[src/hdl/cng_pkg.sv]
// Shared types, codes and helpers for the node-guard supervisor.
// No dependencies; every other file in hdl depends on this package.
`default_nettype none

package cng_pkg;

  localparam int unsigned CfgIndexWidth = 3;
  localparam logic [10:0] GuardBaseId   = 11'h700;
  localparam logic [6:0]  NmtStopped    = 7'h04;
  localparam logic [6:0]  NmtOperational = 7'h05;
  localparam logic [6:0]  NmtPreop      = 7'h7F;
  localparam logic [15:0] AgeMax        = 16'hFFFF;

  typedef enum logic [1:0] {
    OP_FRAME = 2'd0,
    OP_GUARD = 2'd1,
    OP_STATE = 2'd2,
    OP_NONE  = 2'd3
  } opcode_t;

  typedef enum logic [1:0] {
    CMD_NONE  = 2'd0,
    CMD_GUARD = 2'd1,
    CMD_START = 2'd2,
    CMD_RESET = 2'd3
  } cmd_t;

  typedef enum logic [2:0] {
    LINK_UNKNOWN = 3'd0,
    LINK_STOPPED = 3'd1,
    LINK_PREOP   = 3'd2,
    LINK_OPER    = 3'd3,
    LINK_FAULT   = 3'd4
  } link_t;

  typedef enum logic [2:0] {
    NODE_INIT  = 3'b001,
    NODE_READY = 3'b010,
    NODE_EMERG = 3'b100
  } node_state_t;

  localparam logic [1:0] NodeCodeInit  = 2'd0;
  localparam logic [1:0] NodeCodeReady = 2'd1;
  localparam logic [1:0] NodeCodeEmerg = 2'd2;

  typedef enum logic [CfgIndexWidth-1:0] {
    CFG_NODE_ID       = 3'd0,
    CFG_PDO1_BASE     = 3'd1,
    CFG_PDO2_BASE     = 3'd2,
    CFG_GUARD_TIMEOUT = 3'd3,
    CFG_RECOVER_PERIOD = 3'd4
  } cfg_index_t;

  typedef struct packed {
    logic [6:0]  node_id;
    logic [10:0] pdo1_base;
    logic [10:0] pdo2_base;
    logic [15:0] guard_timeout_ticks;
    logic [15:0] recover_period;
  } cng_cfg_t;

  typedef struct packed {
    logic [1:0]  opcode;
    logic [10:0] frame_id;
    logic [7:0]  data_byte0;
    logic [7:0]  data_byte1;
  } cng_item_t;

  typedef struct packed {
    logic [1:0]  command;
    logic [2:0]  link_status;
    logic [1:0]  node_state;
    logic [15:0] count_value;
  } cng_result_t;

  // Maps the one-hot machine state onto the code reported in a result item.
  function automatic logic [1:0] node_code(node_state_t s);
    logic [1:0] code;
    code = NodeCodeInit;
    case (s)
      NODE_INIT:  code = NodeCodeInit;
      NODE_READY: code = NodeCodeReady;
      NODE_EMERG: code = NodeCodeEmerg;
      default:    code = NodeCodeInit;
    endcase
    return code;
  endfunction

endpackage

`default_nettype wire

[src/hdl/cng_if.sv]
// Handshake channel interfaces: input item, result item and register write.
// Depends on cng_pkg for the register index width; payload widths follow the fields.
`default_nettype none

interface cng_item_if;
  logic        valid;
  logic        ready;
  logic [1:0]  opcode;
  logic [10:0] frame_id;
  logic [7:0]  data_byte0;
  logic [7:0]  data_byte1;

  modport source (output valid, opcode, frame_id, data_byte0, data_byte1, input ready);
  modport sink   (input valid, opcode, frame_id, data_byte0, data_byte1, output ready);
endinterface

interface cng_result_if;
  logic        valid;
  logic        ready;
  logic [1:0]  command;
  logic [2:0]  link_status;
  logic [1:0]  node_state;
  logic [15:0] count_value;

  modport source (output valid, command, link_status, node_state, count_value, input ready);
  modport sink   (input valid, command, link_status, node_state, count_value, output ready);
endinterface

interface cng_cfg_if;
  logic                             valid;
  logic                             ready;
  logic [cng_pkg::CfgIndexWidth-1:0] index;
  logic [15:0]                      data;

  modport source (output valid, index, data, input ready);
  modport sink   (input valid, index, data, output ready);
endinterface

`default_nettype wire

[src/hdl/cng_cfg_regs.sv]
// Configuration register bank written through the register write channel.
// Depends on cng_pkg for the register indexes and the settings struct.
`default_nettype none

module cng_cfg_regs (
  input  logic                              clk,
  input  logic                              rst_n,
  input  logic                              wr_en,
  input  logic [cng_pkg::CfgIndexWidth-1:0] wr_index,
  input  logic [15:0]                       wr_data,
  output cng_pkg::cng_cfg_t                 cfg
);
  import cng_pkg::*;

  cng_cfg_t cfg_r;
  cng_cfg_t cfg_nxt;

  always_comb begin
    cfg_nxt = cfg_r;
    if (wr_en) begin
      case (cfg_index_t'(wr_index))
        CFG_NODE_ID:        cfg_nxt.node_id             = wr_data[6:0];
        CFG_PDO1_BASE:      cfg_nxt.pdo1_base           = wr_data[10:0];
        CFG_PDO2_BASE:      cfg_nxt.pdo2_base           = wr_data[10:0];
        CFG_GUARD_TIMEOUT:  cfg_nxt.guard_timeout_ticks = wr_data;
        CFG_RECOVER_PERIOD: cfg_nxt.recover_period      = wr_data;
        default:            cfg_nxt = cfg_r;
      endcase
    end
  end

  always_ff @(posedge clk) begin
    if (!rst_n) begin
      cfg_r.node_id             <= 7'd1;
      cfg_r.pdo1_base           <= 11'd384;
      cfg_r.pdo2_base           <= 11'd640;
      cfg_r.guard_timeout_ticks <= 16'd15;
      cfg_r.recover_period      <= 16'd40;
    end else begin
      cfg_r <= cfg_nxt;
    end
  end

  assign cfg = cfg_r;

endmodule

`default_nettype wire

[src/hdl/cng_engine.sv]
// Supervisor state and the single-pass update applied to one item.
// Depends on cng_pkg for codes, the item, settings and result structs.
`default_nettype none

module cng_engine (
  input  logic                 clk,
  input  logic                 rst_n,
  input  logic                 step_en,
  input  cng_pkg::cng_item_t   item,
  input  cng_pkg::cng_cfg_t    cfg,
  output cng_pkg::cng_result_t result
);
  import cng_pkg::*;

  link_t       link_r,    link_nxt;
  node_state_t node_r,    node_nxt;
  logic [15:0] count_r,   count_nxt;
  logic [15:0] age_r,     age_nxt;
  logic [15:0] recover_r, recover_nxt;
  cmd_t        cmd;

  logic [10:0] guard_id;
  logic [10:0] pdo1_id;
  logic [10:0] pdo2_id;
  logic        is_guard_reply;
  logic        is_pdo;
  logic [6:0]  nmt_state;
  logic [15:0] age_inc;

  assign guard_id       = GuardBaseId + {4'd0, cfg.node_id};
  assign pdo1_id        = cfg.pdo1_base + {4'd0, cfg.node_id};
  assign pdo2_id        = cfg.pdo2_base + {4'd0, cfg.node_id};
  assign is_guard_reply = (item.frame_id == guard_id);
  assign is_pdo         = (item.frame_id == pdo1_id) || (item.frame_id == pdo2_id);
  assign nmt_state      = item.data_byte0[6:0];
  assign age_inc        = (age_r == AgeMax) ? age_r : age_r + 16'd1;

  always_comb begin
    link_nxt    = link_r;
    node_nxt    = node_r;
    count_nxt   = count_r;
    age_nxt     = age_r;
    recover_nxt = recover_r;
    cmd         = CMD_NONE;
    case (opcode_t'(item.opcode))
      OP_FRAME: begin
        // A recognised reply state ends the frame; any other reply byte
        // still lets the identifier match a process data object.
        if (is_guard_reply) begin
          age_nxt = '0;
        end
        if (is_guard_reply && nmt_state == NmtStopped) begin
          link_nxt = LINK_STOPPED;
        end else if (is_guard_reply && nmt_state == NmtOperational) begin
          link_nxt = LINK_OPER;
        end else if (is_guard_reply && nmt_state == NmtPreop) begin
          link_nxt = LINK_PREOP;
        end else if (is_pdo) begin
          count_nxt = {item.data_byte1, item.data_byte0};
        end
      end
      OP_GUARD: begin
        cmd     = CMD_GUARD;
        age_nxt = age_inc;
        if (age_inc > cfg.guard_timeout_ticks) begin
          link_nxt = LINK_FAULT;
        end
      end
      OP_STATE: begin
        case (node_r)
          NODE_INIT: begin
            age_nxt = '0;
            if (link_r == LINK_FAULT) begin
              node_nxt = NODE_EMERG;
            end else if (link_r != LINK_OPER) begin
              cmd = CMD_START;
            end else begin
              node_nxt = NODE_READY;
            end
          end
          NODE_READY: begin
            if (link_r == LINK_FAULT) begin
              node_nxt = NODE_EMERG;
            end else if (link_r != LINK_OPER) begin
              node_nxt = NODE_INIT;
            end
          end
          NODE_EMERG: begin
            if (link_r != LINK_FAULT) begin
              node_nxt = NODE_INIT;
            end else if (recover_r == cfg.recover_period) begin
              recover_nxt = '0;
              cmd         = CMD_RESET;
            end else begin
              recover_nxt = recover_r + 16'd1;
            end
          end
          default: node_nxt = NODE_INIT;
        endcase
      end
      default: cmd = CMD_NONE;
    endcase
  end

  always_ff @(posedge clk) begin
    if (!rst_n) begin
      link_r    <= LINK_UNKNOWN;
      node_r    <= NODE_INIT;
      count_r   <= '0;
      age_r     <= '0;
      recover_r <= '0;
    end else if (step_en) begin
      link_r    <= link_nxt;
      node_r    <= node_nxt;
      count_r   <= count_nxt;
      age_r     <= age_nxt;
      recover_r <= recover_nxt;
    end
  end

  assign result.command     = cmd;
  assign result.link_status = link_nxt;
  assign result.node_state  = node_code(node_nxt);
  assign result.count_value = count_nxt;

endmodule

`default_nettype wire

[src/hdl/canopen_node_guard_monitor.sv]
// Top level of the node-guard supervisor: input register, update engine,
// result register and configuration bank. Depends on cng_pkg, cng_if.sv,
// cng_cfg_regs and cng_engine.
`default_nettype none

// Accepts one item per clock unless the result register stalls, and returns exactly one result item for each.
// The item is captured in an input register, passes through one combinational
// update of the supervisor state and lands in the result register, from which
// its result is offered. While the result register is full and not taken, one
// further item waits in the input register before in_if.ready drops.
// Register writes are taken on any cycle and should be made while idle.
module canopen_node_guard_monitor (
  input  logic                clk,
  input  logic                rst_n,
  cng_item_if.sink            in_if,
  cng_result_if.source        out_if,
  cng_cfg_if.sink             cfg_if
);
  import cng_pkg::*;

  logic        in_vld_r;
  cng_item_t   in_item_r;
  logic        out_vld_r;
  cng_result_t out_res_r;
  cng_result_t step_res;
  cng_cfg_t    cfg;
  logic        advance;
  logic        in_take;

  assign advance   = in_vld_r && (!out_vld_r || out_if.ready);
  assign in_if.ready = !in_vld_r || advance;
  assign in_take   = in_if.valid && in_if.ready;

  assign cfg_if.ready = 1'b1;

  cng_cfg_regs u_cfg (
    .clk      (clk),
    .rst_n    (rst_n),
    .wr_en    (cfg_if.valid),
    .wr_index (cfg_if.index),
    .wr_data  (cfg_if.data),
    .cfg      (cfg)
  );

  cng_engine u_engine (
    .clk     (clk),
    .rst_n   (rst_n),
    .step_en (advance),
    .item    (in_item_r),
    .cfg     (cfg),
    .result  (step_res)
  );

  always_ff @(posedge clk) begin
    if (!rst_n) begin
      in_vld_r  <= 1'b0;
      out_vld_r <= 1'b0;
    end else begin
      if (in_if.ready) begin
        in_vld_r <= in_if.valid;
      end
      if (advance) begin
        out_vld_r <= 1'b1;
      end else if (out_if.ready) begin
        out_vld_r <= 1'b0;
      end
    end
  end

  always_ff @(posedge clk) begin
    if (in_take) begin
      in_item_r.opcode     <= in_if.opcode;
      in_item_r.frame_id   <= in_if.frame_id;
      in_item_r.data_byte0 <= in_if.data_byte0;
      in_item_r.data_byte1 <= in_if.data_byte1;
    end
    if (advance) begin
      out_res_r <= step_res;
    end
  end

  assign out_if.valid       = out_vld_r;
  assign out_if.command     = out_res_r.command;
  assign out_if.link_status = out_res_r.link_status;
  assign out_if.node_state  = out_res_r.node_state;
  assign out_if.count_value = out_res_r.count_value;

`ifndef ASSERT_OFF
  // A reset command is only issued from emergency while the link is in fault.
  a_reset_cmd_in_emerg : assert property (@(posedge clk) disable iff (!rst_n)
    (out_vld_r && out_res_r.command == CMD_RESET) |->
      (out_res_r.node_state == NodeCodeEmerg && out_res_r.link_status == LINK_FAULT))
    else $error("reset command outside emergency with fault");

  // A start command leaves the node in init with a link that is neither up nor faulted.
  a_start_cmd_in_init : assert property (@(posedge clk) disable iff (!rst_n)
    (out_vld_r && out_res_r.command == CMD_START) |->
      (out_res_r.node_state == NodeCodeInit && out_res_r.link_status != LINK_OPER
       && out_res_r.link_status != LINK_FAULT))
    else $error("start command with inconsistent state");

  // A held item with a stalled result register must block further input.
  a_stall_blocks_input : assert property (@(posedge clk) disable iff (!rst_n)
    (in_vld_r && out_vld_r && !out_if.ready) |-> !in_if.ready)
    else $error("input accepted while both registers are full");
`endif

endmodule

`default_nettype wire

[src/flat_wrapper.sv]
// flat-port wrapper written by rule: the top's interface ports become plain ports
module canopen_node_guard_monitor_flat import cng_pkg::*;
  (clk, rst_n, in_if_valid, in_if_opcode, in_if_frame_id, in_if_data_byte0, in_if_data_byte1, in_if_ready, out_if_valid, out_if_command, out_if_link_status, out_if_node_state, out_if_count_value, out_if_ready, cfg_if_valid, cfg_if_index, cfg_if_data, cfg_if_ready);
  cng_item_if in_if_i ();
  cng_result_if out_if_i ();
  cng_cfg_if cfg_if_i ();
  input  logic clk;
  input  logic rst_n;
  input wire logic [$bits(in_if_i.valid)-1:0] in_if_valid;
  input wire logic [$bits(in_if_i.opcode)-1:0] in_if_opcode;
  input wire logic [$bits(in_if_i.frame_id)-1:0] in_if_frame_id;
  input wire logic [$bits(in_if_i.data_byte0)-1:0] in_if_data_byte0;
  input wire logic [$bits(in_if_i.data_byte1)-1:0] in_if_data_byte1;
  output wire logic [$bits(in_if_i.ready)-1:0] in_if_ready;
  output wire logic [$bits(out_if_i.valid)-1:0] out_if_valid;
  output wire logic [$bits(out_if_i.command)-1:0] out_if_command;
  output wire logic [$bits(out_if_i.link_status)-1:0] out_if_link_status;
  output wire logic [$bits(out_if_i.node_state)-1:0] out_if_node_state;
  output wire logic [$bits(out_if_i.count_value)-1:0] out_if_count_value;
  input wire logic [$bits(out_if_i.ready)-1:0] out_if_ready;
  input wire logic [$bits(cfg_if_i.valid)-1:0] cfg_if_valid;
  input wire logic [$bits(cfg_if_i.index)-1:0] cfg_if_index;
  input wire logic [$bits(cfg_if_i.data)-1:0] cfg_if_data;
  output wire logic [$bits(cfg_if_i.ready)-1:0] cfg_if_ready;
  assign in_if_i.valid = in_if_valid;
  assign in_if_i.opcode = in_if_opcode;
  assign in_if_i.frame_id = in_if_frame_id;
  assign in_if_i.data_byte0 = in_if_data_byte0;
  assign in_if_i.data_byte1 = in_if_data_byte1;
  assign in_if_ready = in_if_i.ready;
  assign out_if_valid = out_if_i.valid;
  assign out_if_command = out_if_i.command;
  assign out_if_link_status = out_if_i.link_status;
  assign out_if_node_state = out_if_i.node_state;
  assign out_if_count_value = out_if_i.count_value;
  assign out_if_i.ready = out_if_ready;
  assign cfg_if_i.valid = cfg_if_valid;
  assign cfg_if_i.index = cfg_if_index;
  assign cfg_if_i.data = cfg_if_data;
  assign cfg_if_ready = cfg_if_i.ready;
  canopen_node_guard_monitor u_core (.clk(clk), .rst_n(rst_n), .in_if(in_if_i), .out_if(out_if_i), .cfg_if(cfg_if_i));
endmodule
[config.mk]
export PLATFORM = sky130hd
export DESIGN_NAME = canopen_node_guard_monitor_flat
export DESIGN_NICKNAME = d
export VERILOG_FILES = /design/src/hdl/cng_pkg.sv /design/src/hdl/cng_if.sv /design/src/hdl/cng_cfg_regs.sv /design/src/hdl/cng_engine.sv /design/src/hdl/canopen_node_guard_monitor.sv /design/src/flat_wrapper.sv
export SDC_FILE = /design/constraint.sdc
export NUM_CORES = 1
export LEC_CHECK = 0
export BUFFER_PORTS_ARGS = -buffer_cell sky130_fd_sc_hd__buf_4
export CAP_MARGIN = 5
export CORE_MARGIN = 2
export CORE_UTILIZATION = 30
export DETAILED_ROUTE_END_ITERATION = 8
export HOLD_SLACK_MARGIN = 0.08
export PLACE_DENSITY_LB_ADDON = 0.15
export SYNTH_ARGS = -nofsm -noshare
export SYNTH_HDL_FRONTEND = slang
export SYNTH_SLANG_ARGS = --single-unit
[constraint.sdc]
create_clock -name clk -period 4.19 [get_ports clk]
set_clock_uncertainty 0.05 [all_clocks]
set_input_delay 0.838 -clock clk [delete_from_list [all_inputs] [get_ports clk]]
set_output_delay 0.838 -clock clk [all_outputs]
set_load 0.02 [all_outputs]
Yosys cells after proc, flatten, opt, wreduce, memory -nomap -nowiden
Index checks and enable logic that the tools add are counted.
W data, S select, Z words.
{"block": "word_totals", "inputBits": 53, "regBits": 169, "word_cells": 103}
{"block": "classes", "n_bitwise": 1, "magnitude_cmp": 1, "reduce_logical": 21, "mux": 31, "n_addsub": 5, "n_eq_ne": 24}
{"cell": "$mux W16", "n": 9}
{"cell": "$pmux W16 S3", "n": 1}
{"cell": "$eq A11 B11 Y1", "n": 3}
{"cell": "$add A16 B1 Y16 const B", "n": 2}
{"cell": "$mux W3", "n": 10}
{"cell": "$add A11 B7 Y11", "n": 2}
{"cell": "$eq A16 B16 Y1", "n": 1}
{"cell": "$eq A16 B16 Y1 const B", "n": 1}
{"cell": "$gt A16 B16 Y1", "n": 1}
{"cell": "$eq A7 B3 Y1 const B", "n": 2}
{"cell": "$eq A3 B2 Y1 const B", "n": 4}
{"cell": "$eq A3 B3 Y1 const B", "n": 4}
{"cell": "$pmux W2 S2", "n": 3}
{"cell": "$add A9 B8 Y10 const A", "n": 1}
{"cell": "$reduce_and A2 Y1", "n": 5}
{"cell": "$pmux W3 S3", "n": 1}
{"cell": "$mux W2", "n": 4}
{"cell": "$reduce_and A4 Y1", "n": 2}
{"cell": "$eq A7 B7 Y1 const B", "n": 1}
{"cell": "$eq A3 B1 Y1 const B", "n": 2}
{"cell": "$pmux W3 S2", "n": 1}
{"cell": "$logic_and A1 B1 Y1", "n": 5}
{"cell": "$logic_not A3 Y1", "n": 1}
{"cell": "$logic_or A1 B1 Y1", "n": 3}
{"cell": "other kinds (12)", "n": 14}

Longest topological paths before layout
Gate-level depths: netlist of the first run.
{"block": "logic_depth", "word_depth": 8, "ltp_mapped": 17, "depth_no_buf": 17}

By module
From an unflattened synthesis of the first run, not the netlist that was laid out.
{"block": "unflattened", "cells_unflattened": 903, "area_unflattened_um2": 8999.9}
{"mod": "cng_engine", "cells_per_inst": 610, "seq_area_each_um2": 1081.0, "area_each_um2": 4974.8, "n_inst": 1}
{"mod": "cng_cfg_regs", "cells_per_inst": 230, "seq_area_each_um2": 1221.2, "area_each_um2": 2348.5, "n_inst": 1}
{"mod": "canopen_node_guard_monitor", "cells_per_inst": 63, "seq_area_each_um2": 1601.5, "area_each_um2": 1676.6, "n_inst": 1}

Worst setup path before layout of the first run
OpenSTA, ideal clock, no wires.
{"block": "synth_timing", "path_type": "register -> register", "from": "reg u_core.u_engine.age_r[6]", "to": "reg u_core.out_res_r (netlist bit u_core.out_if.link_status[0]), data pin", "setup_slack_ns": 0.846, "t_arrival_ns": 3.040, "n_path_buf": 1, "stages_incl_launch_ff": 15, "setup_ns": 0.254, "cell_sequence": "dfxtp_1 -> clkbuf_1 -> and4_1 -> nand3_1 -> or3b_2 -> nor2_1 -> mux2_2 -> ha_1 -> o211ai_1 -> o21a_1 -> a31o_2 -> o21ai_0 -> nand2_1 -> nand3b_1 -> nand2_1"}
{"element": "from (decl)", "line_no": "cng_engine.sv:18", "rtl": "logic [15:0] age_r, age_nxt;"}
{"element": "from (signal assigned)", "line_no": "cng_engine.sv:116", "rtl": "age_r <= age_nxt;"}
{"element": "to (signal assigned)", "line_no": "canopen_node_guard_monitor.sv:78", "rtl": "out_res_r <= step_res;"}
{"element": "to (decl)", "line_no": "canopen_node_guard_monitor.sv:24", "rtl": "cng_result_t out_res_r;"}

==> out/qor.yml, run 1 <==
timing:
  rsz0062_at_grt: "false"
  worst_pin_slew_ns: 0.781
  drv_slew: 0
  fin_tns_setup_ns: 0
  slew-limit-headroom_pct: 47.9
  hold_viol_final: 0
  period_share_pct: 89.2
  finalSetupViolCount: 0
  fin_ws_ns: 0.452
  fmax_mhz: 268
  hold-worst-slack_ns: 0.408
  period_minus_slack_ns: 3.74
detailed_routing:
  wl_per_cell_um: 15.7
  wirelength_um: 22400
  vias: 6716
  drtIter0Drc: 346
  dr_wl_met3_um: 422
  ant_nets: 0
  drc: 0
  drt-pass1-iter-count: 4
  vias_per_cell: 4.72
  wl_met2_um: 10200
  highest_layer: "met4"
  wl_met1_um: 11500
clock_network:
  cts.htree.levels: 4
  cts_buffers: 17
  postCtsHoldBufs: 0
  clock_sinks: 169
  clkLatencyLatePin_ns: 0.42
  ctsResizeCount: 0
  cts_tree: "yes"
  cts-root-buf: "clkbuf_16"
  post_cts_buffers: 0
  clk_pin_slew_ns: 0.06
  cts_buffer_depth: 2
cells_and_area:
  n_fill_cell: 2983
  diodes: 0
  most-common-layout-cells: "nand2_1, dfxtp_1, a21oi_1"
  nets: 1116
  final_core_util_pct: 35.7
  final_common_cell: "nand2_1"
  drive_gt1_share_pct: 14.0
  area_growth_pct: 17.7
yosys:
  synth_compound_area_share_pct: 11.9
  yosys.area_share.simple_pct: 21.1
  synthMuxAreaShare_pct: 4.44
  async_reset_ff_share_pct: 0
  syn_inst: 959
  syn_nets: 1050
  synth_largest_area_cell: "dfxtp_1"
  yosysUniqueCellTypes: 69
  synth_fa_ha_area_share_pct: 5.69
  synthTopCellsByArea: "dfxtp_1, edfxtp_1, nand2_1, ha_1, a21oi_1"
  synth-xor-area-share_pct: 8.02
  syn_avg_cell_area_sq_um: 8.99
  synth_seq_cells: 169
  yosys_most_used_dff: "dfxtp_1"
  syn_area_sq_um: 8620
  synth_edf_count: 52
  ys.warnings.count: 0
  synth_top_family_by_area: "simple AND/OR/NAND/NOR gates"
  ys_seq_area_share_pct: 45.3
  synth_top_area_share_pct: 27.2
pwr:
  power_density_nw_per_um2: 350
  ir_drop_mv: 0.241
  power.leakage_nw: 3.83
setup_path:
  start_kind: "flip-flop"
  worst-path-max-fanout: 9
  setup.worst_path.end_class: "flip-flop"
  cp.arrival_ns: 3.87
  cp.required_ns: 4.32
  rr_endpoint: "u_core.out_if.link_status[0]"
  r2r_start: "u_core.u_engine.age_r[0]"
  rrSetupSlack_ns: 0.45
  worstSetupPathType: "reg2reg"
  r2r_cells: 18
  cp-startpoint: "u_core.u_engine.age_r[0]"
grt:
  grt_use_total_pct: 15.2
  grt_overflow_total: 0
  grt_pass1_vias: 6662
  antenna_found_initial: 0
  grt_pass1_wl_um: 36200
  grt_max_degree: 55
placement:
  dp_hpwl_um: 16300
  place.gp.congestion: 0.805
  preCtsSetupSlack_ns: 0.387
  numPortBuffers: 77
die:
  start_util_pct: 30.3
  die_w_um: 174
  die_h_um: 174
  io_pins: 79
  die_area_sq_um: 30100
  rows: 62
  core_sq_um: 28500
hold_path:
  hold_depth: 2
  worstHoldStart: "u_core.u_engine.count_r[1]"
  hold_end: "u_core.u_engine.count_r[1]"
  min-delay-path-class: "reg2reg"
run_status:
  outcome: "finished, final reports clean"
job:
  drv_cap: 0
-- flip-flops by register name, summed over array words and instances (netlist names), 2 cells and up --
| register | count |
|---|---|
| u_core.u_engine.count_r | 16 |
| u_core.out_if.link_status | 3 |
| u_core.out_if.node_state | 2 |
| u_core.u_engine.node_r | 3 |
| u_core.u_engine.age_r | 16 |
| u_core.out_if.count_value | 16 |
| u_core.u_cfg.cfg | 61 |
| u_core.u_engine.recover_r | 16 |
| u_core.in_item_r | 29 |
| u_core.out_if.command | 2 |
| u_core.u_engine.link_r | 3 |
-- worst max-delay path, stage by stage (launching register included) --
cell and delay, ns:
dfxtp_1 0.43, ha_1 0.20, and3_1 0.18, nand3_1 0.14, nor2_1 0.29, nand3_2 0.25, and2_1 0.24, nand4_1 0.11
xnor2_1 0.10, ha_1 0.31, a21oi_1 0.07, nor2b_1 0.12, o21ai_0 0.09, a31o_2 0.21, o21ai_0 0.23, buf_4 0.18
nand2_1 0.07, nand3b_1 0.15, nand2_1 0.06
-- routing by layer --
metal	vias to the layer above	track usage [%]
met3	12	2.63
li1	3458	-
met1	3190	20.8
met5	-	0
met4	0	3.81
met2	56	24.9
-- per-stage QoR --
stage               area (sq um)  std cells  power (mW)
floorplan                   8620        959        1.93
global placement            9580       1390        2.05
detailed placement          9580       1390        2.05
CTS                        10100       1422        3.61
global route               10100       1422        3.71
finish                     10100       1422        3.55
-- synth_stat cells, drive strengths merged, types with 5 or more instances --
master  number
mux2        18
ha          36
nor3        14
a22oi        7
or3          7
o21a         7
a21oi       89
edfxtp      52
xnor2       46
o211ai       6
nand4       19
inv         35
and3        12
o21ai       17
clkbuf      36
nand3       31
xor2        33
nor4         8
nor2        59
o22ai        7
dfxtp      117
nand2b      11
and2         5
mux2i       18
nand3b       5
nor2b       10
nand2      203
-- worst max-delay path by stage --
stage / slack [ns] / endpoint
after floorplan: 0.85 / u_core.out_if.link_status[0]
after global placement: 0.52 / u_core.out_if.link_status[0]
after detailed placement: 0.39 / u_core.out_if.link_status[0]
after CTS: 0.38 / u_core.out_if.link_status[0]
after global routing: 0.06 / u_core.out_if.link_status[0]
final: 0.45 / u_core.out_if.link_status[0]
-- final cells by class --
class / count / area [sq um] / area share (%)
well taps: 384 / 480 / 4.73
clock buffers: 21 / 440 / 4.34
flip-flops and latches: 169 / 3900 / 38.5
multi-input cells: 715 / 4420 / 43.6
clock inverters: 11 / 120 / 1.18
inverters: 35 / 131 / 1.29
repair buffers: 87 / 653 / 6.43
-- kinds of logic after synthesis --
family / after synthesis
flip-flops: 169
buffers and inverters: 75
multiplexers: 36
AO/OA/AOI/OAI: 164
XOR/XNOR: 79
adder cells (fa/ha/maj): 38
AND/OR/NAND/NOR: 397
other: 1
-- power by group --
| part | switching, mW | internal, mW |
|---|---|---|
| Combinational | 0.149 | 0.102 |
| Sequential | 0.0346 | 1.73 |
| Clock | 0.664 | 0.878 |
(Power assumes the default switching activity.)
==> run 2, diff against run 1 <==
--- a/config.mk
+++ b/config.mk
@@ -7,6 +7,7 @@
 export LEC_CHECK = 0
 export BUFFER_PORTS_ARGS = -buffer_cell sky130_fd_sc_hd__buf_4
 export CAP_MARGIN = 5
+export CORE_ASPECT_RATIO = 0.75
 export CORE_MARGIN = 2
 export CORE_UTILIZATION = 30
 export DETAILED_ROUTE_END_ITERATION = 8
==> out/qor.yml, run 2 (synthesis results as in run 1) <==
setup_path:
  r2r_cells: 17
  cp.arrival_ns: 3.92
  rr_endpoint: "u_core.out_if.link_status[2]"
  worst-path-max-fanout: 9
  r2r_start: "u_core.u_engine.age_r[0]"
  critPathSlowestCell: "dfxtp_1"
  path_cells: "ha_1, and3_1, nand3_1, nor2_1, nand3_1, and2_1, nand4_1, xnor2_1, ha_1, nand4_1, nor4_1, nor3_1, o211ai_1, o21ai_0, buf_4, nand2_1, a21boi_0"
  rrSetupSlack_ns: 0.40
  setup.worst_path.end_class: "flip-flop"
  worstSetupPathType: "reg2reg"
  start_kind: "flip-flop"
  cp.required_ns: 4.32
  slowest_delay_ns: 0.44
detailed_routing:
  drc: 0
  wl_per_cell_um: 15.9
  wirelength_um: 22600
  drt-pass1-iter-count: 5
  vias: 6710
  ant_nets: 0
  drtIter0Drc: 412
  vias_per_cell: 4.72
timing:
  hold_viol_final: 0
  worst_pin_slew_ns: 0.844
  slew-limit-headroom_pct: 43.7
  fin_tns_setup_ns: 0
  period_minus_slack_ns: 3.79
  fin_ws_ns: 0.402
  drv_slew: 0
  finalSetupViolCount: 0
  period_share_pct: 90.4
  rsz0062_at_grt: "false"
  fmax_mhz: 264
clock_network:
  clkLatencyLatePin_ns: 0.44
  cts_buffers: 17
  post_cts_buffers: 0
  ctsResizeCount: 0
  postCtsHoldBufs: 0
  clk_pin_slew_ns: 0.07
  cts-root-buf: "clkbuf_16"
  cts.htree.levels: 4
  clock_sinks: 169
  cts_buffer_depth: 2
  cts_tree: "yes"
grt:
  grt_max_degree: 55
  grt_overflow_total: 0
  antenna_found_initial: 0
  grt_use_total_pct: 15.6
  grt_pass1_vias: 6343
  grt_pass1_wl_um: 35900
cells_and_area:
  final_common_cell: "nand2_1"
  area_growth_pct: 17.8
  most-common-layout-cells: "nand2_1, dfxtp_1, a21oi_1"
  largest_register_ffs: 61
  final_core_util_pct: 36.1
  instances_no_fill: 1422
  drive_gt1_share_pct: 14.2
  nets: 1115
  diodes: 0
die:
  io_pins: 79
  core_sq_um: 28100
  rows: 53
  die_w_um: 200
  die_area_sq_um: 30100
  die_h_um: 151
  start_util_pct: 30.7
placement:
  place.gp.congestion: 0.826
  placed_cells: 1390
  numPortBuffers: 77
  preCtsSetupSlack_ns: 0.418
  dp_hpwl_um: 16500
hold_path:
  worstHoldStart: "u_core.u_cfg.cfg[30]"
  hold_end: "u_core.u_cfg.cfg[30]"
  hold_depth: 2
  min-delay-path-class: "reg2reg"
pwr:
  ir_drop_mv: 0.265
  p_total_mw: 3.61
  power.leakage_nw: 3.84
  power_density_nw_per_um2: 355
run_status:
  outcome: "finished, final reports clean"
job:
  drv_cap: 0
## run 2: where the power goes
part / internal (mW) / switching [mW]
registers: 1.72 / 0.0317
logic: 0.101 / 0.154
clock network: 0.847 / 0.749
## run 2: worst max-delay path by stage
| stage | startpoint | to | slack (ns) |
|---|---|---|---|
| after global placement | u_core.u_engine.age_r[0] | u_core.out_if.link_status[2] | 0.52 |
| final | u_core.u_engine.age_r[0] | u_core.out_if.link_status[2] | 0.40 |
| after global routing | u_core.u_engine.age_r[0] | u_core.out_if.link_status[2] | 0.03 |
| after CTS | u_core.u_engine.age_r[0] | u_core.out_if.link_status[2] | 0.39 |
| after floorplan | u_core.u_engine.age_r[6] | u_core.out_if.link_status[0] | 0.85 |
| after detailed placement | u_core.u_engine.age_r[0] | u_core.out_if.link_status[2] | 0.42 |
## run 2: through the flow
step / area [sq um] / hold WS (ns)
floorplan: 8620 / 0.381
global placement: 9580 / 0.393
detailed placement: 9580 / 0.396
CTS: 10200 / 0.408
global route: 10200 / 0.427
finish: 10200 / 0.405
## run 2: routing by layer
metal  vias up  wire length, um  track usage, %
li1       3453                -               -
met3        13              870            3.03
met2       112             9110            21.4
met1      3132            12400            24.4
met4         0              198            4.33
met5         -                0               0
## run 2: worst max-delay path: cells and delay by family, from the launching register on
| kind | cells | cell delay (ns) |
|---|---|---|
| buffers and inverters | 1 | 0.17 |
| DFF | 1 | 0.44 |
| AOI/OAI and AO/OA | 3 | 0.33 |
| and+or+nand+nor | 10 | 1.96 |
| xor gates and xnor gates | 1 | 0.09 |
| adders and majority gates | 2 | 0.49 |
## run 2: final cells by class
cell class                      instances  area, sq um
Clock inverter                         14          153
Tap cell                              385          482
Clock buffer                           18          429
Inverter                               35          131
Sequential cell                       169         3900
Fill cell                            2961        18000
Multi-Input combinational cell        715         4420
Timing Repair Buffer                   86          646
